<file path="src/sv/ndi_pkg.sv">
// Shared types, constants and saturation helper for the Newton difference interpolator.
`timescale 1ns / 1ps
`default_nettype none
package ndi_pkg;

  localparam int unsigned DefMaxPoints = 16;
  localparam int unsigned DefFracBits  = 16;

  typedef enum logic [1:0] {
    ACT_CLEAR = 2'd0,
    ACT_LOAD  = 2'd1,
    ACT_EVAL  = 2'd2,
    ACT_NONE  = 2'd3
  } action_e;

  typedef enum logic [1:0] {
    ST_OK           = 2'd0,
    ST_NO_POINTS    = 2'd1,
    ST_ZERO_SPACING = 2'd2
  } status_e;

  // Control broadcast to every cell of the difference chain.
  typedef struct packed {
    logic copy;
    logic step;
    logic back;
  } cell_ctrl_t;

  function automatic logic signed [31:0] sat32(input logic signed [65:0] v);
    logic signed [31:0] r;
    if (v > 66'sd2147483647) begin
      r = 32'sh7FFFFFFF;
    end else if (v < -66'sd2147483648) begin
      r = 32'sh80000000;
    end else begin
      r = v[31:0];
    end
    return r;
  endfunction

endpackage
`default_nettype wire

</file>
<file path="src/sv/ndi_cell.sv">
// One cell of the difference chain: holds a sample value and its working difference.
`timescale 1ns / 1ps
`default_nettype none
module ndi_cell (
  input  logic               clk_i,
  input  logic               we_i,
  input  logic signed [31:0] y_i,
  input  ndi_pkg::cell_ctrl_t ctrl_i,
  input  logic signed [31:0] d_left_i,
  input  logic signed [31:0] d_right_i,
  output logic signed [31:0] y_o,
  output logic signed [31:0] d_o
);
  import ndi_pkg::*;

  logic signed [31:0] y_q;
  logic signed [31:0] d_q, d_d;

  // All cells update together from old values; cells past the live range
  // hold values that are never read.
  always_comb begin
    d_d = d_q;
    if (ctrl_i.copy) begin
      d_d = y_q;
    end else if (ctrl_i.step) begin
      if (ctrl_i.back) begin
        d_d = sat32(66'(d_q) - 66'(d_left_i));
      end else begin
        d_d = sat32(66'(d_right_i) - 66'(d_q));
      end
    end
  end

  always_ff @(posedge clk_i) begin
    if (we_i) begin
      y_q <= y_i;
    end
    d_q <= d_d;
  end

  assign y_o = y_q;
  assign d_o = d_q;

endmodule
`default_nettype wire

</file>
<file path="config.mk">
export PLATFORM = sky130hd
export DESIGN_NAME = ndi_cell
export DESIGN_NICKNAME = d
export VERILOG_FILES = /design/src/sv/ndi_pkg.sv /design/src/sv/ndi_cell.sv
export SDC_FILE = /design/constraint.sdc
export NUM_CORES = 1
export LEC_CHECK = 0
export ABC_AREA = 0
export BUFFER_PORTS_ARGS = -buffer_cell sky130_fd_sc_hd__buf_2
export CAP_MARGIN = 20
export CORE_AREA = 2 2 154 156
export DETAILED_ROUTE_END_ITERATION = 12
export DIE_AREA = 0 0 156 158
export PLACE_DENSITY_LB_ADDON = 0.05
export SLEW_MARGIN = 5
export SYNTH_ARGS = -nofsm -noshare
export SYNTH_HDL_FRONTEND = slang
export SYNTH_SLANG_ARGS = --single-unit
</file>
<file path="constraint.sdc">
create_clock -name clk_i -period 3.02 [get_ports clk_i]
set_input_delay 0.453 -clock clk_i [delete_from_list [all_inputs] [get_ports clk_i]]
set_output_delay 0.453 -clock clk_i [all_outputs]
set_load 0.1 [all_outputs]
</file>
==> summary.md, run 1 <==
| Metric | Value |
|---|---|
| Worst-Margin Slew | between 0.9 and 1 ns |
| Initial Util | between 20 and 30% |
| CTS clock-pin slew for the worst setup and hold paths | 0.07 ns |
| Cell variety after synth | 79 |
| Core ar. | about 23000 um2 |
| Post-Synthesis Cells | just over 800 |
| DRT Pass-1 Iters | 7 |
| Initial antenna violation count | 0 |
| Worst Path Required | roughly 3.2 ns |
| Startpoint types | register |
| Async set-or-reset flop fraction in the synthesized netlist | 0% |
| Met2 global-route usage | a little over a third |
| Min-delay worst type | in -> reg |
| GR Util met1 | between 30 and 40% |
| Compound-Gate Fraction of Synth Area | between 20% and 30% |
| FF+latch count, synth | between 60 and 70 |
| FP Rows | 56 |
| Main combinational cell family by area after synthesis | compound AO/OA/AOI/OAI gates |
| Post-Syn Nets | just under 1000 |
| Syn Std Cell Area | roughly 6800 um2 |
| Setup crit end kind | register |
| Vias post-DR | 7450 |
| Maximum vdd drop | 299 uV |
| Final Net Count | ~1400 |
| Max_cap viols | 0 |
| Clock Path Buffers | 2 |
| Busiest layer in global routing | met2 |
| Max-slew violation count | 0 |
| Fin crit period | around 3.2 ns |
| Seq/Total Area, Yosys | 28.4% |
| Detail Placement HPWL | ~22 mm |
| Drt drc | 0 |
| Clk sinks | 64 |
| Placed Cells | 1448 |
| N_diodes | 0 |
| Fin crit share | 105% |
| Setup TNS | -2.35 ns |
| Unrepaired setup endpoints after global routing | yes |
| Clock Latency Late Sink | approximately 0.35 ns |
| Num ports | 165 |
| Hold Fails Final Rpt | 0 |
| Vias in the first global route | about 7400 |
| CTS Buf Count | 9 |
| Ys Warns | 0 |
| Mean post-synth cell area | approximately 8.4 um2 |
| Final Skew | 0.0121 ns |
| 1st-iter DRT viols | around 420 |
| First-pass GRT wire length | 41.9 mm |
| Final WL | approximately 28 mm |
| Area Growth Syn to Fin | 57.5% |
| Placer Congestion | 0.885 |
| Die area | ~25000 um2 |
| Met3 usage | approximately 2.5% |
| CTS root buf | clkbuf_16 |
| Cell Count, Final, Fillers Out | 1500 |
| Die width | between 150 and 200 um |
| WL/cell | between 15 and 20 um |
| Post-synth EDFFs | between 60 and 70 |
| # H-tree levels | 3 |
| Total Routing Usage GR | a little under a quarter |
| Mux cell area share after synthesis | less than 1% |
| WP data arrival | approximately 3.3 ns |
| Run status | finished, violations left |
| Final setup vio count | 30 |
| Leakage Power | 5.07 nW |
| Share of layout cells above drive strength 1 | 46.4% |
| Cell Pwr Density | about 840 nW/um2 |
| Largest net degree at the start of global routing | 39 |
| Final worst slack | -0.151 ns |
| CTS tree | built |
| Top FF cell, synth | edfxtp_1 |
| Fmax | roughly 320 MHz |
| Die Ht | around 160 um |
| CP Class | reg -> reg |
| Failing checks | setup timing |
| Routed Antenna Nets | 0 |
| Number of port buffers | about 160 |
| Pre-CTS setup slack | -0.462 ns |
| GRT overflow | 0 |
| Slew Limit Headroom | slightly below 40% |
| Via-per-instance ratio | around 5.0 |
| Worst Path Max Fanout | 5 |
| Post-Synth XOR/XNOR Area | just under 6% |
| Simple-gate share of the synthesized area | 17.2% |
| Post-Synth Adder-Cell Area | 12.4% |
-- path summary, 6_finish.rpt --
path / start / end / slack [ns] / cells past startpoint
setup reg to reg: d_o[0] / d_o[4] / -0.15 / 12
hold / removal: y_i[11] / y_o[11] / 0.27 / 1
hold reg to reg: y_o[31] / d_o[31] / 0.58 / 2
setup / recovery: d_o[0] / d_o[4] / -0.15 / 12
-- report_power, final --
part | leakage (nW) | switching [mW] | total, mW | internal (mW)
Sequential | 0.629 | 0.145 | 1.33 | 1.19
Clock | 0.127 | 0.461 | 1.02 | 0.556
Combinational | 4.31 | 3.92 | 6.65 | 2.73
-- stage by stage --
stage	util, %	hold slack, ns	power (mW)	cell area, um2
5_1_grt	46.2	0.266	9.57	10700
3_5_place_dp	41.6	0.562	7.35	9590
3_3_place_gp	41.6	0.550	7.39	9590
6_report	46.2	0.272	9.00	10700
4_1_cts	44.8	0.259	8.75	10300
2_1_floorplan	-	0.552	5.15	6910
-- layer usage --
layer  part of all wire, %  vias up
met4                   1.3        0
met2                    45      203
met1                    49     3489
li1                      -     3738
met3                   4.8       20
met5                     0        -
-- repair_timing --
| action | CTS | global route |
|---|---|---|
| setup endpoints to repair | 32 | 31 |
| cloned | 1 | 1 |
| pin swaps | 38 | 34 |
| buffers inserted | 22 | 15 |
| resized for setup | 60 | 50 |
| hold buffers | 0 | 0 |
-- state kept, by name, indices dropped and copies added, names as in the netlist --
register,count
d_o,32
y_o,32
-- final cells by class --
type / instances / area, um2
clock buffers: 11 / 233
clock inverters: 5 / 33.8
fillers: 2328 / 12400
inverters: 100 / 375
multi-input cells: 609 / 4850
flip-flops and latches: 64 / 1920
well taps: 290 / 363
repair buffers: 421 / 2880
-- synthesized netlist by cell type (4+ instances only) --
cell       n  area (um2)
a211oi_1   9        67.6
nor4_1     5        31.3
nor2b_1    7        43.8
buf_6      7        78.8
buf_2     12        60.1
and2_1     4        25.0
o21a_1    10        75.1
inv_1     99         372
a221oi_2  13         195
a222oi_1  12         120
a31oi_1    7        43.8
o21ai_0   39         195
xnor2_1   30         263
mux2i_1    4        40.0
nand3_1   16        80.1
o211ai_1   6        45.0
ha_1      64         801
nand4_1   10        62.6
clkbuf_1  11        41.3
a21o_1    17         128
a21boi_1   7        52.6
o21ai_1   14        70.1
nor3_1    15        75.1
nand2_1   92         345
xor2_1    15         131
edfxtp_1  64        1920
nor2_1    52         195
o41ai_1    4        35.0
a21oi_1   69         345
or3_1      6        37.5
nand2b_1  11        68.8
-- cells by family (layout without fill, tap and decap cells) --
| logic type | count (synthesis) | count (layout) |
|---|---|---|
| XOR/XNOR | 45 | 45 |
| AO/OA/AOI/OAI | 253 | 254 |
| adder cells (fa/ha/maj) | 66 | 66 |
| buffers and inverters | 133 | 537 |
| flip-flops | 64 | 64 |
| AND/OR/NAND/NOR | 240 | 240 |
| multiplexers | 4 | 4 |
-- worst max-delay path: stages, from the launching register on --
cell and delay [ns]:
edfxtp_1 0.42, ha_2 0.21, fa_2 0.34, nand2b_4 0.16
a211oi_4 0.28, o21ai_2 0.10, a21oi_2 0.23, a21oi_2 0.09
o31a_1 0.34, buf_6 0.17, buf_6 0.12, a221o_1 0.31
a222oi_1 0.20
-- placed cells by master (no fill, tap or decap), drive strengths merged, types with 16 or more instances in the layout --
| cell | instances |
|---|---|
| buf | 421 |
| inv | 99 |
| nand2 | 94 |
| a21oi | 72 |
| edfxtp | 64 |
| ha | 64 |
| o21ai | 54 |
| nor2 | 53 |
| xnor2 | 30 |
| a21o | 17 |
| nand3 | 16 |
(Power assumes the default switching activity.)
==> inputs of run 2 (changes only) <==
--- a/config.mk
+++ b/config.mk
@@ -11,7 +11,7 @@
 export CORE_AREA = 2 2 154 156
 export DETAILED_ROUTE_END_ITERATION = 12
 export DIE_AREA = 0 0 156 158
-export PLACE_DENSITY_LB_ADDON = 0.05
+export PLACE_DENSITY_LB_ADDON = 0.3
 export SLEW_MARGIN = 5
 export SYNTH_ARGS = -nofsm -noshare
 export SYNTH_HDL_FRONTEND = slang
==> summary.md, run 2 (synthesized netlist as in run 1, its figures left out) <==
| Metric | Value |
|---|---|
| Number of port buffers | 164 |
| Leakage Power | around 4.7 nW |
| Startpoint types | register |
| Hold WS | just under 0.3 ns |
| CTS root buf | clkbuf_16 |
| Worst Path Required | slightly above 3 ns |
| Placer Congestion | about 0.92 |
| Final worst slack | -0.129 ns |
| First-pass GRT wire length | around 37 mm |
| FF-to-FF setup slack | -0.13 ns |
| FP Rows | 56 |
| Num ports | about 170 |
| Hold buffer count at cts | 0 |
| Unrepaired setup endpoints after global routing | yes |
| Die Ht | around 160 um |
| Max_cap viols | 0 |
| Fin util | 43.4% |
| Routed Antenna Nets | 0 |
| Fmax | 318 MHz |
| Drt drc | 0 |
| # H-tree levels | 3 |
| Vias in the first global route | about 7000 |
| Final Net Count | about 1300 |
| RR Endpoint | d_o[20] |
| Total Routing Usage GR | roughly a fifth |
| Share of layout cells above drive strength 1 | about two fifths |
| Cell Pwr Density | roughly 860 nW/um2 |
| N_diodes | 0 |
| Worst-Margin Slew | slightly above 0.8 ns |
| Final Skew | ~0.0081 ns |
| Initial antenna violation count | 0 |
| Initial Util | 29.3% |
| Maximum vdd drop | between 400 and 500 uV |
| Max-slew violation count | 0 |
| Die width | around 160 um |
| Run status | finished, violations left |
| WL/cell | around 17 um |
| Worst setup path startpoint | d_o[24] |
| Area Growth Syn to Fin | 47.7% |
| Largest net degree at the start of global routing | 38 |
| Setup crit end kind | register |
| Failing checks | setup timing |
| Final WL | around 25 mm |
| Die area | 24600 um2 |
| Clock Path Buffers | 2 |
| CTS tree | built |
| Hold Fails Final Rpt | 0 |
| Crit path to | d_o[20] |
| Fin crit share | 104% |
| Clk sinks | 64 |
| Commonest non-fill, non-tap cell in the layout | buf_4 |
| Worst Path Max Fanout | 8 |
| Final setup vio count | 28 |
| Commonest non-fill, non-tap cells in the layout | 177 x buf_4, 164 x buf_2, 93 x inv_1 |
| Fill count | about 2300 |
| 1st-iter DRT viols | just over 600 |
| Via-per-instance ratio | 5.03 |
| WP data arrival | 3.21 ns |
| CTS clock-pin slew for the worst setup and hold paths | approximately 0.06 ns |
| Critical R2R Launch | d_o[24] |
| FF-to-FF path depth | 12 |
| CP Class | reg -> reg |
| Fin crit period | between 3 and 4 ns |
| Detail Placement HPWL | a little over 20 mm |
| Slew Limit Headroom | between 40% and 50% |
| Min-delay worst type | in -> reg |
| Vias post-DR | ~7200 |
| GRT overflow | 0 |
| DRT Pass-1 Iters | 8 |
| Core ar. | ~23000 um2 |
| CTS Buf Count | 9 |
| Clock Latency Late Sink | 0.33 ns |
==> run 2: what timing repair did <==
action | CTS | global route
buffers inserted | 16 | 9
gates resized for setup | 32 | 27
endpoints found under the setup margin | 31 | 32
pin swaps | 21 | 24
gates cloned | 1 | 2
==> run 2: metal layers <==
metal  GRT usage, %  share of wire, %  vias to the layer above  wire length, um
li1               -                 -                     3604                -
met1           27.7                46                     3351            11400
met2           32.4                47                      237            11600
met3           2.08               5.8                       17             1440
met4           4.41               1.3                        0              321
met5              0                 0                        -                0
==> run 2: metrics by stage <==
step           instance area [um2]  std cells  setup slack (ns)  total power [mW]  TNS [ns]
2_1_floorplan                 6910        805            -0.498              5.15    -13.61
3_3_place_gp                  9180       1392            -0.196              7.02     -4.08
3_5_place_dp                  9180       1392            -0.234              7.03     -5.17
4_1_cts                       9780       1425            -0.128              8.39     -2.22
5_1_grt                       9990       1434            -0.259              9.12     -5.71
6_report                      9990       1434            -0.129              8.61     -2.11
==> run 2: final cells by class <==
type	instances	area (um2)	area share [%]
multi-input cells	609	4640	46.5
repair buffers	355	2370	23.7
flip-flops and latches	64	1920	19.2
inverters	100	375	3.76
well taps	290	363	3.63
clock buffers	9	225	2.25
clock inverters	7	96.3	0.964
==> run 2: how the worst min path moves through the flow <==
stage	from	to	slack [ns]	depth (start not counted)
2_1_floorplan	y_i[0]	y_o[0]	0.55	0
3_3_place_gp	y_o[31]	d_o[31]	0.57	2
3_5_place_dp	y_o[31]	d_o[31]	0.58	2
4_1_cts	y_i[26]	y_o[26]	0.28	1
5_1_grt	y_i[27]	y_o[27]	0.28	1
6_report	y_i[31]	y_o[31]	0.29	1
==> run 2: worst max-delay path: stages (launching register included) <==
cell and delay (ns):
edfxtp_1 0.54, ha_4 0.27, a21o_1 0.18, a21o_1 0.17
a21o_1 0.19, nor3b_4 0.16, or3_4 0.42, nor4b_4 0.30
nor2_4 0.10, buf_12 0.15, buf_4 0.14, a21boi_1 0.20
a221oi_2 0.05
==> run 2: power by group <==
group / internal (mW) / leakage (nW) / switching (mW) / total, mW
Clock: 0.723 / 0.149 / 0.430 / 1.15
Sequential: 1.19 / 0.629 / 0.175 / 1.36
Combinational: 2.40 / 3.93 / 3.69 / 6.09
Total: 4.31 / 4.70 / 4.30 / 8.61
==> inputs of run 3 (changes only) <==
==> constraint.sdc (replaced) <==
create_clock -name clk_i -period 4 [get_ports clk_i]
set_input_delay 0.6 -clock clk_i [delete_from_list [all_inputs] [get_ports clk_i]]
set_output_delay 0.6 -clock clk_i [all_outputs]
set_load 0.1 [all_outputs]
==> summary.md, run 3 (synthesized netlist as in run 1, its figures left out) <==
| Metric | Value |
|---|---|
| Final setup vio count | 0 |
| Placed Cells | between 1000 and 1500 |
| Commonest non-fill, non-tap cells in the layout | 164 x buf_2, 99 x inv_1, 92 x nand2_1 |
| Vias in the first global route | slightly above 6000 |
| Placer Congestion | ~0.90 |
| Critical Path Stages | 11 |
| Hold Fails Final Rpt | 0 |
| WL/cell | 18.4 um |
| CP bufs+invs | 1 |
| Die Ht | 158 um |
| CP Class | reg -> reg |
| Setup TNS | 0 ns |
| Max_cap viols | 0 |
| Die area | between 20000 and 25000 um2 |
| Min-delay worst type | in -> reg |
| Initial Util | between 20% and 30% |
| Startpoint types | register |
| Unrepaired setup endpoints after global routing | no |
| Run status | finished clean |
| Worst Path Required | slightly above 4 ns |
| Fin crit share | between 90% and 100% |
| DRT Pass-1 Iters | 6 |
| Clk sinks | 64 |
| Area of the multi-input gates | 4280 um2 |
| Register Area | a little under 2000 um2 |
| Initial antenna violation count | 0 |
| Detail Placement HPWL | 18.8 mm |
| Area Growth Syn to Fin | 20.4% |
| Clock Path Buffers | 2 |
| Highest cell delay on the worst timing path | 0.49 ns |
| Worst-Margin Slew | about 0.8 ns |
| Total Routing Usage GR | about 18% |
| Vias post-DR | ~6500 |
| Hold buffer count at cts | 0 |
| Num ports | between 150 and 200 |
| Total power | between 5 and 6 mW |
| Slew Limit Headroom | roughly 47% |
| Worst Path Max Fanout | 26 |
| Critical path cell sequence | inv_1 -> ha_1 -> a21oi_1 -> o21ai_0 -> a2111oi_0 -> o31ai_1 -> or2_1 -> o221ai_4 -> nand2_4 -> a311oi_1 -> a221oi_2 |
| Final Net Count | between 1000 and 1500 |
| FF-to-FF path depth | 11 |
| Setup bufs post-CTS | 0 |
| FP Rows | 56 |
| Critical path's slowest cell | edfxtp_1 |
| Die width | roughly 160 um |
| Maximum vdd drop | roughly 260 uV |
| CP top delay family | compound AO/OA/AOI/OAI gates |
| Cell Count, Final, Fillers Out | ~1300 |
| WP data arrival | between 3 and 4 ns |
| Commonest non-fill, non-tap cell in the layout | buf_2 |
| Final Skew | approximately 0.0077 ns |
| Final WL | 23.0 mm |
| CTS resizes | 0 |
| Largest net degree at the start of global routing | 39 |
| Leakage Power | approximately 3.7 nW |
| 1st-iter DRT viols | about 430 |
| Fin crit period | ~3.7 ns |
| Routed Antenna Nets | 0 |
| Hold WS | approximately 0.43 ns |
| Max-slew violation count | 0 |
| Setup crit end kind | register |
| N_diodes | 0 |
| CTS clock-pin slew for the worst setup and hold paths | ~0.060 ns |
| Number of port buffers | roughly 160 |
| Core ar. | ~23000 um2 |
| Hold path depth | 1 |
| Share of layout cells above drive strength 1 | between 20% and 30% |
| Fmax | around 270 MHz |
| First-pass GRT wire length | between 30 and 40 mm |
| CTS tree | built |
| Via-per-instance ratio | around 5.2 |
| GRT overflow | 0 |
| Cell Pwr Density | 676 nW/um2 |
| CTS Buf Count | 9 |
| # H-tree levels | 3 |
| Drt drc | 0 |
| Fill count | between 2000 and 2500 |
| Clock Latency Late Sink | 0.34 ns |
| CTS root buf | clkbuf_16 |
[run 3: changes by cell type in the layout (fill, tap and decap cells not counted), sizes merged]
| cell | previous run | this run |
|---|---|---|
| clkbuf | 11 | 9 |
| inv | 99 | 100 |
| clkinv | 4 | 2 |
| and4 | 3 | 2 |
| buf | 353 | 173 |
| clkinvlp | 2 | 3 |
[run 3: area by class of cell]
cell class	count	share of cell area, %
clock inverter	7	1.17
tap	290	4.46
multi-input combinational	608	52.5
clock buffer	9	2.77
sequential	64	23.6
timing repair buffer	173	10.9
inverter	100	4.61
[run 3: worst paths after layout]
check,start,to,slack (ns)
setup reg to reg,d_o[16],d_o[23],0.34
hold reg to reg,y_o[31],d_o[31],0.58
setup / recovery,d_o[16],d_o[23],0.34
hold / removal,y_i[1],y_o[1],0.43
[run 3: stage by stage]
step	util, %	cell area, um2	setup slack [ns]
after global routing	35.3	8140	0.0556
after CTS	35.3	8140	0.251
after global placement	33.9	7820	0.0247
after detailed placement	33.9	7820	0.0459
final	35.3	8140	0.337
after floorplan	-	6760	0.373
[run 3: power breakdown]
part	leakage (nW)	internal [mW]	switching (mW)
clock network	0.146	0.546	0.317
logic	2.97	1.11	2.47
registers	0.629	0.900	0.165
[run 3: per-layer routing]
metal / vias up / part of all wire (%) / GRT usage [%]
met5: - / 0 / 0
met4: 0 / 2.9 / 6.33
met3: 41 / 6.1 / 3.20
met2: 237 / 44 / 27.8
met1: 3029 / 47 / 25.7
li1: 3237 / - / -
