`config.mk`:
```
export PLATFORM = sky130hd
export DESIGN_NAME = ndi_div
export DESIGN_NICKNAME = d
export VERILOG_FILES = /design/src/sv/ndi_pkg.sv /design/src/sv/ndi_div.sv
export SDC_FILE = /design/constraint.sdc
export NUM_CORES = 1
export LEC_CHECK = 0
export BUFFER_PORTS_ARGS = -buffer_cell sky130_fd_sc_hd__clkbuf_2
export CAP_MARGIN = 20
export CORE_ASPECT_RATIO = 0.7
export CORE_UTILIZATION = 35
export DETAILED_ROUTE_END_ITERATION = 6
export PLACE_DENSITY_LB_ADDON = 0.25
export SLEW_MARGIN = 20
export SYNTH_ARGS = -nofsm -noshare
export SYNTH_HDL_FRONTEND = slang
export SYNTH_SLANG_ARGS = --single-unit
export TNS_END_PERCENT = 30
```
`constraint.sdc`:
```
create_clock -name clk_i -period 4.1 [get_ports clk_i]
set_input_delay 0.615 -clock clk_i [delete_from_list [all_inputs] [get_ports clk_i]]
set_output_delay 0.615 -clock clk_i [all_outputs]
set_load 0.02 [all_outputs]
```
`src/sv/ndi_pkg.sv`:
```
// Shared types, constants and saturation helper for the Newton difference interpolator.
`timescale 1ns / 1ps
`default_nettype none
package ndi_pkg;

  localparam int unsigned DefMaxPoints = 16;
  localparam int unsigned DefFracBits  = 16;

  typedef enum logic [1:0] {
    ACT_CLEAR = 2'd0,
    ACT_LOAD  = 2'd1,
    ACT_EVAL  = 2'd2,
    ACT_NONE  = 2'd3
  } action_e;

  typedef enum logic [1:0] {
    ST_OK           = 2'd0,
    ST_NO_POINTS    = 2'd1,
    ST_ZERO_SPACING = 2'd2
  } status_e;

  // Control broadcast to every cell of the difference chain.
  typedef struct packed {
    logic copy;
    logic step;
    logic back;
  } cell_ctrl_t;

  function automatic logic signed [31:0] sat32(input logic signed [65:0] v);
    logic signed [31:0] r;
    if (v > 66'sd2147483647) begin
      r = 32'sh7FFFFFFF;
    end else if (v < -66'sd2147483648) begin
      r = 32'sh80000000;
    end else begin
      r = v[31:0];
    end
    return r;
  endfunction

endpackage
`default_nettype wire

```
`src/sv/ndi_div.sv`:
```
// Restoring unsigned divider, one quotient bit per cycle, with a short 32-bit mode.
`timescale 1ns / 1ps
`default_nettype none
module ndi_div #(
  parameter int unsigned DW = 49
) (
  input  logic          clk_i,
  input  logic          rst_ni,
  input  logic          start_i,
  input  logic          short_i,
  input  logic [DW-1:0] dvd_i,
  input  logic [31:0]   dvs_i,
  output logic          done_o,
  output logic [DW-1:0] quo_o
);
  import ndi_pkg::*;

  localparam int unsigned CntW = $clog2(DW + 1);

  logic [CntW-1:0] cnt_q;
  logic            done_q;
  logic [DW-1:0]   dvd_q, quo_q;
  logic [31:0]     dvs_q;
  logic [31:0]     rem_q;
  logic [32:0]     rem_sh;
  logic            ge;

  assign rem_sh = {rem_q, dvd_q[DW-1]};
  assign ge     = rem_sh >= {1'b0, dvs_q};

  always_ff @(posedge clk_i or negedge rst_ni) begin
    if (!rst_ni) begin
      cnt_q  <= '0;
      done_q <= 1'b0;
    end else begin
      done_q <= 1'b0;
      if (start_i) begin
        cnt_q <= short_i ? CntW'(32) : CntW'(DW);
      end else if (cnt_q != '0) begin
        cnt_q <= cnt_q - CntW'(1);
        if (cnt_q == CntW'(1)) begin
          done_q <= 1'b1;
        end
      end
    end
  end

  // In short mode the dividend sits in the top bits so only 32 steps are run.
  always_ff @(posedge clk_i) begin
    if (start_i) begin
      dvd_q <= short_i ? {dvd_i[31:0], {(DW-32){1'b0}}} : dvd_i;
      dvs_q <= dvs_i;
      rem_q <= '0;
      quo_q <= '0;
    end else if (cnt_q != '0) begin
      dvd_q <= {dvd_q[DW-2:0], 1'b0};
      quo_q <= {quo_q[DW-2:0], ge};
      rem_q <= ge ? 32'(rem_sh - {1'b0, dvs_q}) : rem_sh[31:0];
    end
  end

  assign done_o = done_q;
  assign quo_o  = quo_q;

endmodule
`default_nettype wire

```
==> impl_summary.txt, run 1 <==
----------------------------------------------------
[Power]
  Worst-case vdd ir drop ... 351 uV
  Leakage power ... 4.35 nW
  Relative contribution of sequential cells to total power ... 36.4%
  Sw Pwr ... 2.14 mW
  Power density over cell area ... around 580 mW/mm2
  Fraction of power consumed by combinational cells ... 36.7%
  Design internal power ... 3.83 mW
  Clock network fraction of design power ... 26.9%
  Switching share of total power ... about 36%

[Setup path]
  Critical path's slowest cell ... nor4_1
  R2R setup slack ... roughly 0.84 ns
  CP max FO ... 17
  Sort of element at the end of the critical path ... register
  Critical Path Max Stage Delay ... about 0.75 ns
  Arrival @ worst endpoint ... 3.61 ns
  Worst-case reg-to-reg path depth ... 11
  Crit Path Class ... reg2reg
  Sort of element at the start of the critical path ... register
  Worst r2r dst ... rem_q[24]
  Required time at the worst-slack endpoint ... 4.44 ns
  Reg-to-reg startpoint ... dvs_q[22]
  Critical-path cell list ... inv_1 > ha_1 > nand2_1 > nor4_1 > nand3_1 > o211ai_1 > a31oi_4 > buf_4 > a211oi_1 > o211ai_1 > a211oi_1

[Layout]
  Final-stage net count ... 1192
  Number of fill cells in the layout ... 2460
  Layout Cells excl Fill ... roughly 1.4k
  Syn-to-layout area delta ... 16.7%
  Fraction of layout instances using a drive strength above 1 ... 17.1%
  Total inserted antenna cells ... 0

[Hold path]
  Hold_sp ... dvs_i[23]
  Class of the most critical hold timing path ... in2reg
  WHS Path Cells ... 1
  Worst min-delay path endpoint ... dvs_q[23]

[Routing]
  DRC ... 0
  Detailed Routing Iterations Pass 1 ... 5
  Post-DR vias/cell ... 5.10
  Number of vias in the routed layout ... about 7k
  Post-detailed-route wirelength per cell ... 15.4 um
  Antenna-violating nets left ... 0
  Iteration-0 DRC Markers ... 544
  Routed wire length ... 21.7 mm

[Global routing]
  Via count of the first global-routing pass ... 6506
  Total congestion overflow after global routing ... 0
  Global-route wire length before repair ... 34.8 mm
  Pin count of the biggest net entering global routing ... 97
  Initial antenna violation count ... 0
  Overall fraction of global-route tracks in use ... 17.1%

[Flow run]
  Max-cap check violation count ... 0

[Clock network]
  Sink count of the clock tree ... ~170
  Number of buffers created by CTS ... 17
  H-tree lvl count ... 4
  Maximum number of buffers from clock root to sink ... 2
  Insertion delay of the later-clocked pin in the worst-skew pair ... 0.43 ns
  Clock tree from TritonCTS ... done
  Cell chosen for the clock root ... clkbuf_16
  Clock-pin slew of the registers on the worst-case setup and hold paths ... 0.07 ns

[Floorplan]
  Starting density of the core ... 35.7%
  Core Region ... ~0.025 mm2
  Die H ... 135 um
  FP Rows ... 48
  Die Wd ... roughly 190 um
  Die Outline Area ... 0.0258 mm2
  Io pins ... 135

[Timing]
  Fin crit period ... 3.26 ns
  Total setup violations reported at the end of the flow ... 0
  Hold Fails Final Rpt ... 0
  Remaining max-slew budget at the tightest pin ... approximately 30%
  Max Clock Skew ... 0.00970 ns
  Total negative slack ... 0 ns
  RSZ-0062 raised after global routing ... false
  Worst Hold Slack ... 0.357 ns
  Final period utilization ... 79.6%
  Pin slew with the least headroom to its limit ... 1.05 ns
  Maximum frequency from static timing analysis ... 306 MHz
  Max-slew violation count ... 0

[Logic synthesis]
  Top_reg_cell synth ... edfxtp_1
  Synth area leader ... edfxtp_1
  Post-synth top area share ... 27.6%
  Count of flip-flops with a built-in enable after synthesis ... 81
  Mapped Avg Cell Area ... 9.03 um2
  Cells after Synth ... 975
  Synthesized Nets ... 1095
  Number of flip-flops and latches in the synthesized netlist ... between 150 and 200
  Number of distinct library cells after synthesis ... 64
  Sequential area share after synthesis ... 48.0%
  Share of async-settable or async-resettable flops after synthesis ... roughly 4.1%
  Yosys synthesis warning count ... 0
  Synth area leaders ... edfxtp_1 28%, dfxtp_1 18%, a21oi_1 7.1%, nand2_1 6.1%, mux2i_1 4.9%
  Netlist area before placement ... 0.00880 mm2

[Place]
  Input/output buffers ... 134
  Final HPWL from detailed placement ... 14.9 mm
  Final estimated routing congestion in global placement ... about 0.84
  Total placed cells including tap cells ... 1377

[Status]
  Status ... complete, no violations

----------------------------------------------------
power groups by stage:
stage / sequential, mW / combinational, mW / clock (mW)
6_report: 2.17 / 2.19 / 1.60
2_1_floorplan: 2.17 / 1.72 / 0
4_1_cts: 2.17 / 2.17 / 1.65
3_3_place_gp: 2.20 / 2.15 / 0
3_5_place_dp: 2.21 / 2.15 / 0
5_1_grt: 2.20 / 2.45 / 1.71
final cells by class:
| type | count | area, um2 | share of cell area (%) |
|---|---|---|---|
| Timing Repair Buffer | 144 | 754 | 7.34 |
| Sequential cell | 169 | 4230 | 41.2 |
| Clock inverter | 11 | 124 | 1.21 |
| Inverter | 58 | 218 | 2.12 |
| Multi-Input combinational cell | 682 | 4090 | 39.8 |
| Clock buffer | 21 | 450 | 4.38 |
| Tap cell | 325 | 407 | 3.96 |
per-layer routing:
layer	share of wire [%]	global-route usage (%)
met5	0	0
met4	1.2	4.63
met3	5.7	3.90
met2	39	22.8
met1	54	27.0
worst max-delay path: cells and delay by family, from the launching register on:
kind / cells / cell delay (ns)
AND/OR/NAND/NOR: 3 / 1.06
adder cells (fa/ha/maj): 1 / 0.43
AO/OA/AOI/OAI: 5 / 0.99
buffers and inverters: 2 / 0.36
flip-flops: 1 / 0.33
placed cells by master (no fill, tap or decap), drive strengths merged, types with 10 or more instances in the layout:
cell type,count
buf,10
nand3,15
o21ai,34
inv,59
nand2,142
a211oi,33
ha,34
nor3,23
clkbuf,154
edfxtp,81
mux2i,43
nor2,101
dfxtp,81
a21oi,127
xnor2,18
metrics by stage:
step	utilization [%]	instance area [um2]	setup WS [ns]	total power, mW
3_5_place_dp	39.2	9690	0.923	4.36
3_3_place_gp	39.2	9690	0.846	4.36
2_1_floorplan	-	8800	1.42	3.89
4_1_cts	41.6	10300	0.905	5.99
6_report	41.6	10300	0.835	5.97
5_1_grt	41.6	10300	0.588	6.37
timing repair:
action	in CTS	in global routing
hold buffers	1	0
setup buffers	0	0
hold endpoints to repair	1	0
gates resized for setup	0	0
sequential cells by signal, indices dropped and copies added (netlist names):
signal / count
quo_o: 49
rem_q: 32
cnt_q: 6
dvd_q: 49
dvs_q: 32
done_o: 1
synthesized netlist by cell type (3+ instances only):
cell type / instances
o22ai_1: 3
xnor2_1: 18
and2_1: 3
o21ai_0: 27
nand4_1: 8
nand2_1: 142
inv_1: 58
or3_1: 4
a31oi_1: 7
buf_2: 16
a21boi_0: 3
a21o_1: 9
a311oi_1: 3
nor4_1: 5
xor2_1: 4
nand3_1: 14
ha_1: 34
a21oi_1: 125
a2111o_1: 3
nor3_1: 23
and3_1: 4
edfxtp_1: 81
dfxtp_1: 81
o211ai_1: 3
nor2_1: 101
mux2i_1: 43
nor3b_1: 4
o21bai_1: 5
o21ai_1: 6
nor2b_1: 8
buf_1: 7
a211oi_1: 31
nand2b_1: 3
clkbuf_1: 41
dfrtp_1: 7
worst max path at each step:
stage,slack [ns],startpoint,to
floorplan,1.42,cnt_q[0],dvd_q[0]
global placement,0.85,dvs_q[22],rem_q[24]
detailed placement,0.92,dvs_q[30],rem_q[6]
CTS,0.91,dvs_q[30],rem_q[6]
global route,0.59,dvs_q[29],rem_q[6]
finish,0.84,dvs_q[22],rem_q[24]
cell families after synthesis:
logic type | Yosys count | synth area share [%]
AND/OR/NAND/NOR | 326 | 16.1
XOR/XNOR | 22 | 2.19
flip-flops | 169 | 48.0
multiplexers | 46 | 5.27
buffers and inverters | 124 | 5.60
AO/OA/AOI/OAI | 253 | 17.7
adder cells (fa/ha/maj) | 35 | 5.06
No activity file was read; power rests on OpenSTA's default activity.
==> run 2: changes to the inputs <==
==> constraint.sdc (replaced) <==
create_clock -name clk_i -period 2.9 [get_ports clk_i]
set_input_delay 0.435 -clock clk_i [delete_from_list [all_inputs] [get_ports clk_i]]
set_output_delay 0.435 -clock clk_i [all_outputs]
set_load 0.02 [all_outputs]
==> run 2 against run 1 <==
Compared with the run above: cell count is 2.2% higher; non-clock buffer count grew 31; critical path depth unchanged; critical endpoint is now rem_q[22]; count of clock-buffer cells in the layout shrank 4; design area up 3.2%; worst hold slack got worse by 0.19 ns; clock power increased by 36%; highest routed layer unchanged; sequential power increased by 41%; maximum frequency increased by 16%; sequential share of layout area shrank 1.3 points.
==> impl_summary.txt, run 2 (same netlist as run 1, synthesis figures left out) <==
----------------------------------------------------
[Clock network]
  Maximum number of buffers from clock root to sink ... 2
  Number of buffers created by CTS ... 17
  Clock tree from TritonCTS ... done
  Insertion delay of the later-clocked pin in the worst-skew pair ... roughly 0.44 ns
  Sink count of the clock tree ... 169
  H-tree lvl count ... 4
  Cell chosen for the clock root ... clkbuf_16
  Clock-pin slew of the registers on the worst-case setup and hold paths ... 0.07 ns

[Setup path]
  Critical path's slowest cell ... or4b_1
  Critical Path Max Stage Delay ... 0.50 ns
  Crit Path Class ... reg2reg
  Arrival @ worst endpoint ... 3.17 ns
  Required time at the worst-slack endpoint ... 3.26 ns
  CP max FO ... 3
  Sort of element at the start of the critical path ... register
  Critical-path cell list ... inv_1 > ha_1 > fa_1 > nor2b_2 > o2111ai_1 > a21oi_2 > o21a_1 > nor2_2 > nor3b_1 > or4b_1 > a211oi_2
  Worst-case reg-to-reg path depth ... 11
  Sort of element at the end of the critical path ... register

[Floorplan]
  Die Wd ... 192 um
  Io pins ... approximately 140
  FP Rows ... 48
  Starting density of the core ... a little over a third
  Core Region ... 0.0247 mm2
  Die Outline Area ... 0.0258 mm2
  Die H ... 135 um

[Routing]
  Routed wire length ... 21.9 mm
  Detailed Routing Iterations Pass 1 ... 5
  Iteration-0 DRC Markers ... just under 600
  Antenna-violating nets left ... 0
  Post-DR vias/cell ... 5.07
  Post-detailed-route wirelength per cell ... 15.2 um
  Number of vias in the routed layout ... between 7k and 8k
  DRC ... 0

[Layout]
  Commonest non-fill, non-tap cell in the layout ... nand2_1
  Commonest cells after routing, fill and taps aside ... 141 x nand2_1, 133 x clkbuf_2, 121 x a21oi_1
  Final-stage net count ... 1223
  Total inserted antenna cells ... 0
  Fraction of layout instances using a drive strength above 1 ... around 21%
  Core occupancy in the finished layout ... between 40% and 50%
  Syn-to-layout area delta ... 20.4%

[Global routing]
  Global-route wire length before repair ... 35.5 mm
  Total congestion overflow after global routing ... 0
  Pin count of the biggest net entering global routing ... 99
  Overall fraction of global-route tracks in use ... approximately 17%
  Via count of the first global-routing pass ... 6786
  Initial antenna violation count ... 0

[Hold path]
  Class of the most critical hold timing path ... in2reg
  WHS Path Cells ... 1

[Timing]
  Maximum frequency from static timing analysis ... about 360 MHz
  Max-slew violation count ... 0
  Fin crit period ... 2.80 ns
  Final period utilization ... 96.6%
  Pin slew with the least headroom to its limit ... roughly 1.0 ns
  Hold Fails Final Rpt ... 0
  Remaining max-slew budget at the tightest pin ... 32.2%
  Total setup violations reported at the end of the flow ... 0
  Max Clock Skew ... 0.0107 ns
  Post-route setup slack ... 0.0973 ns

[Power]
  Leakage power ... ~4.5 nW
  Total power draw ... 8.68 mW
  Power density over cell area ... just over 800 mW/mm2
  Worst-case vdd ir drop ... 433 uV

[Place]
  Final estimated routing congestion in global placement ... 0.897
  Worst Setup Slack post-DPL ... between 0.05 and 0.06 ns
  Final HPWL from detailed placement ... 15.4 mm
  Input/output buffers ... 134

[Flow run]
  Max-cap check violation count ... 0

[Status]
  Status ... complete, no violations

----------------------------------------------------
run 2: cell count changes in the layout (fill, tap and decap cells not counted), moves of 4 or more:
cell | before | now
a21oi_1 | 125 | 121
buf_4 | 9 | 35
clkinv_4 | 1 | 6
clkinvlp_4 | 4 | 0
run 2: final cells by class:
cell class	instances	area [um2]
Clock inverter	15	128
Tap cell	325	407
Timing Repair Buffer	175	1030
Inverter	58	218
Multi-Input combinational cell	682	4160
Clock buffer	17	425
Fill cell	2514	14100
Sequential cell	169	4230
run 2: through the flow:
step                      cells  TNS, ns  hold slack (ns)  instance area [um2]
after floorplan             975        0            0.139                 8800
after global placement     1407        0            0.282                 9950
after detailed placement   1407        0            0.280                 9950
after CTS                  1440        0            0.147                10500
after global routing       1441  -0.0850            0.149                10600
final                      1441        0            0.170                10600
run 2: per-layer routing:
layer  wire, um  track usage [%]
met4        245             4.85
met1      11800             27.1
met2       8680             23.7
met3       1210             3.85
met5          0                0
run 2: worst max-delay path: cells and delay by family, from the launching register on:
kind | cells | cell delay (ns)
and+or+nand+nor | 4 | 0.88
buffers and inverters | 1 | 0.05
adders and majority gates | 2 | 0.62
AOI/OAI and AO/OA | 4 | 0.84
DFF | 1 | 0.35
run 2: what timing repair did:
action                     CTS  global route
resized for setup            0            19
hold buffers                 1             0
hold endpoints to repair     7             0
setup endpoints to repair    0            21
setup buffers                0             1
run 2: where the power goes:
| group | internal [mW] | switching [mW] |
|---|---|---|
| registers | 2.85 | 0.218 |
| clock network | 1.18 | 1.00 |
| logic | 1.48 | 1.94 |
run 2: path summary, 6_finish.rpt:
kind / startpoint / end / slack, ns
hold / removal: dvs_i[17] / dvs_q[17] / 0.17
hold reg to reg: quo_o[48] / quo_o[48] / 0.46
setup / recovery: dvd_q[48] / rem_q[22] / 0.1
max in group asynchronous: rst_ni / cnt_q[4] / 2.36
setup reg to reg: dvd_q[48] / rem_q[22] / 0.1
min in group asynchronous: rst_ni / done_o / 0.38
==> run 3: changes to the inputs <==
--- a/config.mk
+++ b/config.mk
@@ -9,8 +9,10 @@
 export CAP_MARGIN = 20
 export CORE_ASPECT_RATIO = 0.7
 export CORE_UTILIZATION = 35
+export CTS_BUF_LIST = sky130_fd_sc_hd__clkbuf_4
 export DETAILED_ROUTE_END_ITERATION = 6
 export PLACE_DENSITY_LB_ADDON = 0.25
+export SETUP_SLACK_MARGIN = 0.4
 export SLEW_MARGIN = 20
 export SYNTH_ARGS = -nofsm -noshare
 export SYNTH_HDL_FRONTEND = slang
==> run 3 against run 2 <==
Compared with the run above: worst hold slack got worse by 0.12 ns; worst setup slack improved by 0.059 ns; clock skew rose by 0.0078 ns; via count rose by 3.8%; non-clock buffer count rose by 57.
==> impl_summary.txt, run 3 (same netlist as run 1, synthesis figures left out) <==
----------------------------------------------------
[Timing]
  Post-route setup slack ... 0.156 ns
  Maximum frequency from static timing analysis ... 364 MHz
  Remaining max-slew budget at the tightest pin ... 31.6%
  Fin crit period ... ~2.7 ns
  Max Clock Skew ... 0.0185 ns
  Total negative slack ... 0 ns
  RSZ-0062 raised after global routing ... true
  Hold Fails Final Rpt ... 0
  Max-slew violation count ... 0
  Final period utilization ... 94.6%
  Total setup violations reported at the end of the flow ... 0
  Pin slew with the least headroom to its limit ... 1.03 ns

[Setup path]
  Sort of element at the end of the critical path ... register
  Required time at the worst-slack endpoint ... 3.41 ns
  CP max FO ... 9
  Sort of element at the start of the critical path ... register
  Arrival @ worst endpoint ... 3.25 ns
  Crit Path Class ... reg2reg

[Layout]
  Commonest cells after routing, fill and taps aside ... 138 x nand2_1, 133 x clkbuf_2, 112 x a21oi_1
  Number of fill cells in the layout ... 2430
  Fraction of layout instances using a drive strength above 1 ... 28.5%
  Layout Cells excl Fill ... 1500
  Finished Cell Area ... about 0.012 mm2
  Area of the multi-input gates ... roughly 0.0047 mm2
  Final-stage net count ... ~1.3k
  Register area ... 0.00423 mm2
  Syn-to-layout area delta ... 30.8%
  Commonest non-fill, non-tap cell in the layout ... nand2_1

[Power]
  Fraction of power consumed by combinational cells ... between 40 and 50%
  Power density over cell area ... between 800 and 900 mW/mm2
  Sw Pwr ... 3.53 mW
  Clock network fraction of design power ... 17.1%
  Leakage power ... 4.78 nW
  Relative contribution of sequential cells to total power ... 33.5%
  Switching share of total power ... between 30% and 40%
  Total power draw ... 9.37 mW
  Design internal power ... roughly 6 mW
  Worst-case vdd ir drop ... 352 uV

[Place]
  Worst Setup Slack post-DPL ... -0.113 ns
  Input/output buffers ... ~130
  Final HPWL from detailed placement ... 15.2 mm
  Placed Area ... 0.00992 mm2
  Total placed cells including tap cells ... 1401
  Final estimated routing congestion in global placement ... 0.896

[Clock network]
  Sink count of the clock tree ... about 170
  Clock-pin slew of the registers on the worst-case setup and hold paths ... around 0.15 ns
  Insertion delay of the later-clocked pin in the worst-skew pair ... 0.59 ns
  Maximum number of buffers from clock root to sink ... 2
  Number of buffers created by CTS ... 17
  Clock tree from TritonCTS ... done
  H-tree lvl count ... 4
  Cell chosen for the clock root ... clkbuf_4

[Routing]
  Detailed Routing Iterations Pass 1 ... 5
  Iteration-0 DRC Markers ... 542
  Number of vias in the routed layout ... 7577
  Post-detailed-route wirelength per cell ... approximately 15 um
  Routed wire length ... 23.1 mm
  DRC ... 0
  Post-DR vias/cell ... 5.05
  Antenna-violating nets left ... 0

[Flow run]
  Max-cap check violation count ... 0

[Floorplan]
  Die Outline Area ... approximately 0.026 mm2
  Starting density of the core ... 35.7%
  Core Region ... 0.0247 mm2
  Die H ... 135 um
  Io pins ... approximately 140
  Die Wd ... 192 um
  FP Rows ... 48

[Hold path]
  Class of the most critical hold timing path ... in2reg

[Global routing]
  Via count of the first global-routing pass ... 7047
  Global-route wire length before repair ... 37.6 mm
  Overall fraction of global-route tracks in use ... a little under a fifth
  Initial antenna violation count ... 1
  Total congestion overflow after global routing ... 0
  Pin count of the biggest net entering global routing ... 99

[Status]
  Status ... complete, no violations

----------------------------------------------------
==> run 3: cell types whose count changed in the layout (fill, tap and decap cells not counted), sizes merged <==
cell	before	now
diode	0	1
clkbuf	150	151
clkinv	10	6
bufinv	1	4
dlygate4sd3	1	30
clkinvlp	2	3
a31oi	8	9
inv	60	59
buf	41	69
==> run 3: final timing paths <==
| path | slack [ns] | from | to | cells past startpoint |
|---|---|---|---|---|
| worst max register to register | 0.16 | rem_q[29] | rem_q[28] | 12 |
| worst min register to register | 0.46 | quo_o[48] | quo_o[48] | 2 |
| worst min-delay path | 0.05 | dvs_i[0] | dvs_q[0] | 1 |
| worst max-delay path | 0.16 | rem_q[29] | rem_q[28] | 12 |
| max in group asynchronous | 2.53 | rst_ni | cnt_q[2] | 2 |
| min in group asynchronous | 0.21 | rst_ni | cnt_q[3] | 2 |
==> run 3: through the flow <==
stage                     hold slack [ns]  utilization [%]
after CTS                        0.000621             46.2
final                              0.0508             46.6
after floorplan                     0.139                -
after detailed placement            0.280             40.2
after global placement              0.282             40.2
after global routing             0.000864             46.6
==> run 3: power groups by stage <==
stage	Clock, mW	Sequential (mW)	Combinational [mW]
4_1_cts	1.67	3.13	4.37
5_1_grt	1.77	3.19	5.07
6_report	1.60	3.14	4.64
2_1_floorplan	0	3.07	2.44
3_3_place_gp	0	3.12	3.26
3_5_place_dp	0	3.12	3.28
==> run 3: routing by layer <==
metal  up-vias  routed length (um)  GRT usage [%]
li1       3825                   -              -
met5         -                   0              0
met3        13                1410           4.63
met1      3560               12100           28.9
met2       179                9390           25.4
met4         0                 216           4.10
==> run 3: layout make-up <==
class / count / area share, %
tap: 325 / 3.53
multi-input combinational: 683 / 40.9
timing repair buffer: 232 / 14.0
clock inverter: 14 / 1.71
clock buffer: 18 / 1.17
antenna: 1 / 0.0217
sequential: 169 / 36.7
inverter: 58 / 1.92
==> run 3: repair_timing <==
action                                  CTS  global route
cloned                                    3             0
resized for setup                       111            17
endpoints found under the setup margin   33            33
hold buffers                             30             0
setup buffers                            26             7
pin swaps                                32            15
hold endpoints to repair                 36             0
==> run 3: worst max-delay path, stage by stage, from the launching register on <==
cell	delay, ns
dfxtp_1	0.39
ha_4	0.31
nand4b_1	0.27
nor4_2	0.38
nand3_2	0.14
o211ai_1	0.21
a31oi_4	0.07
buf_6	0.14
buf_4	0.13
buf_8	0.13
a211oi_2	0.13
o311ai_1	0.14
a211oi_2	0.23
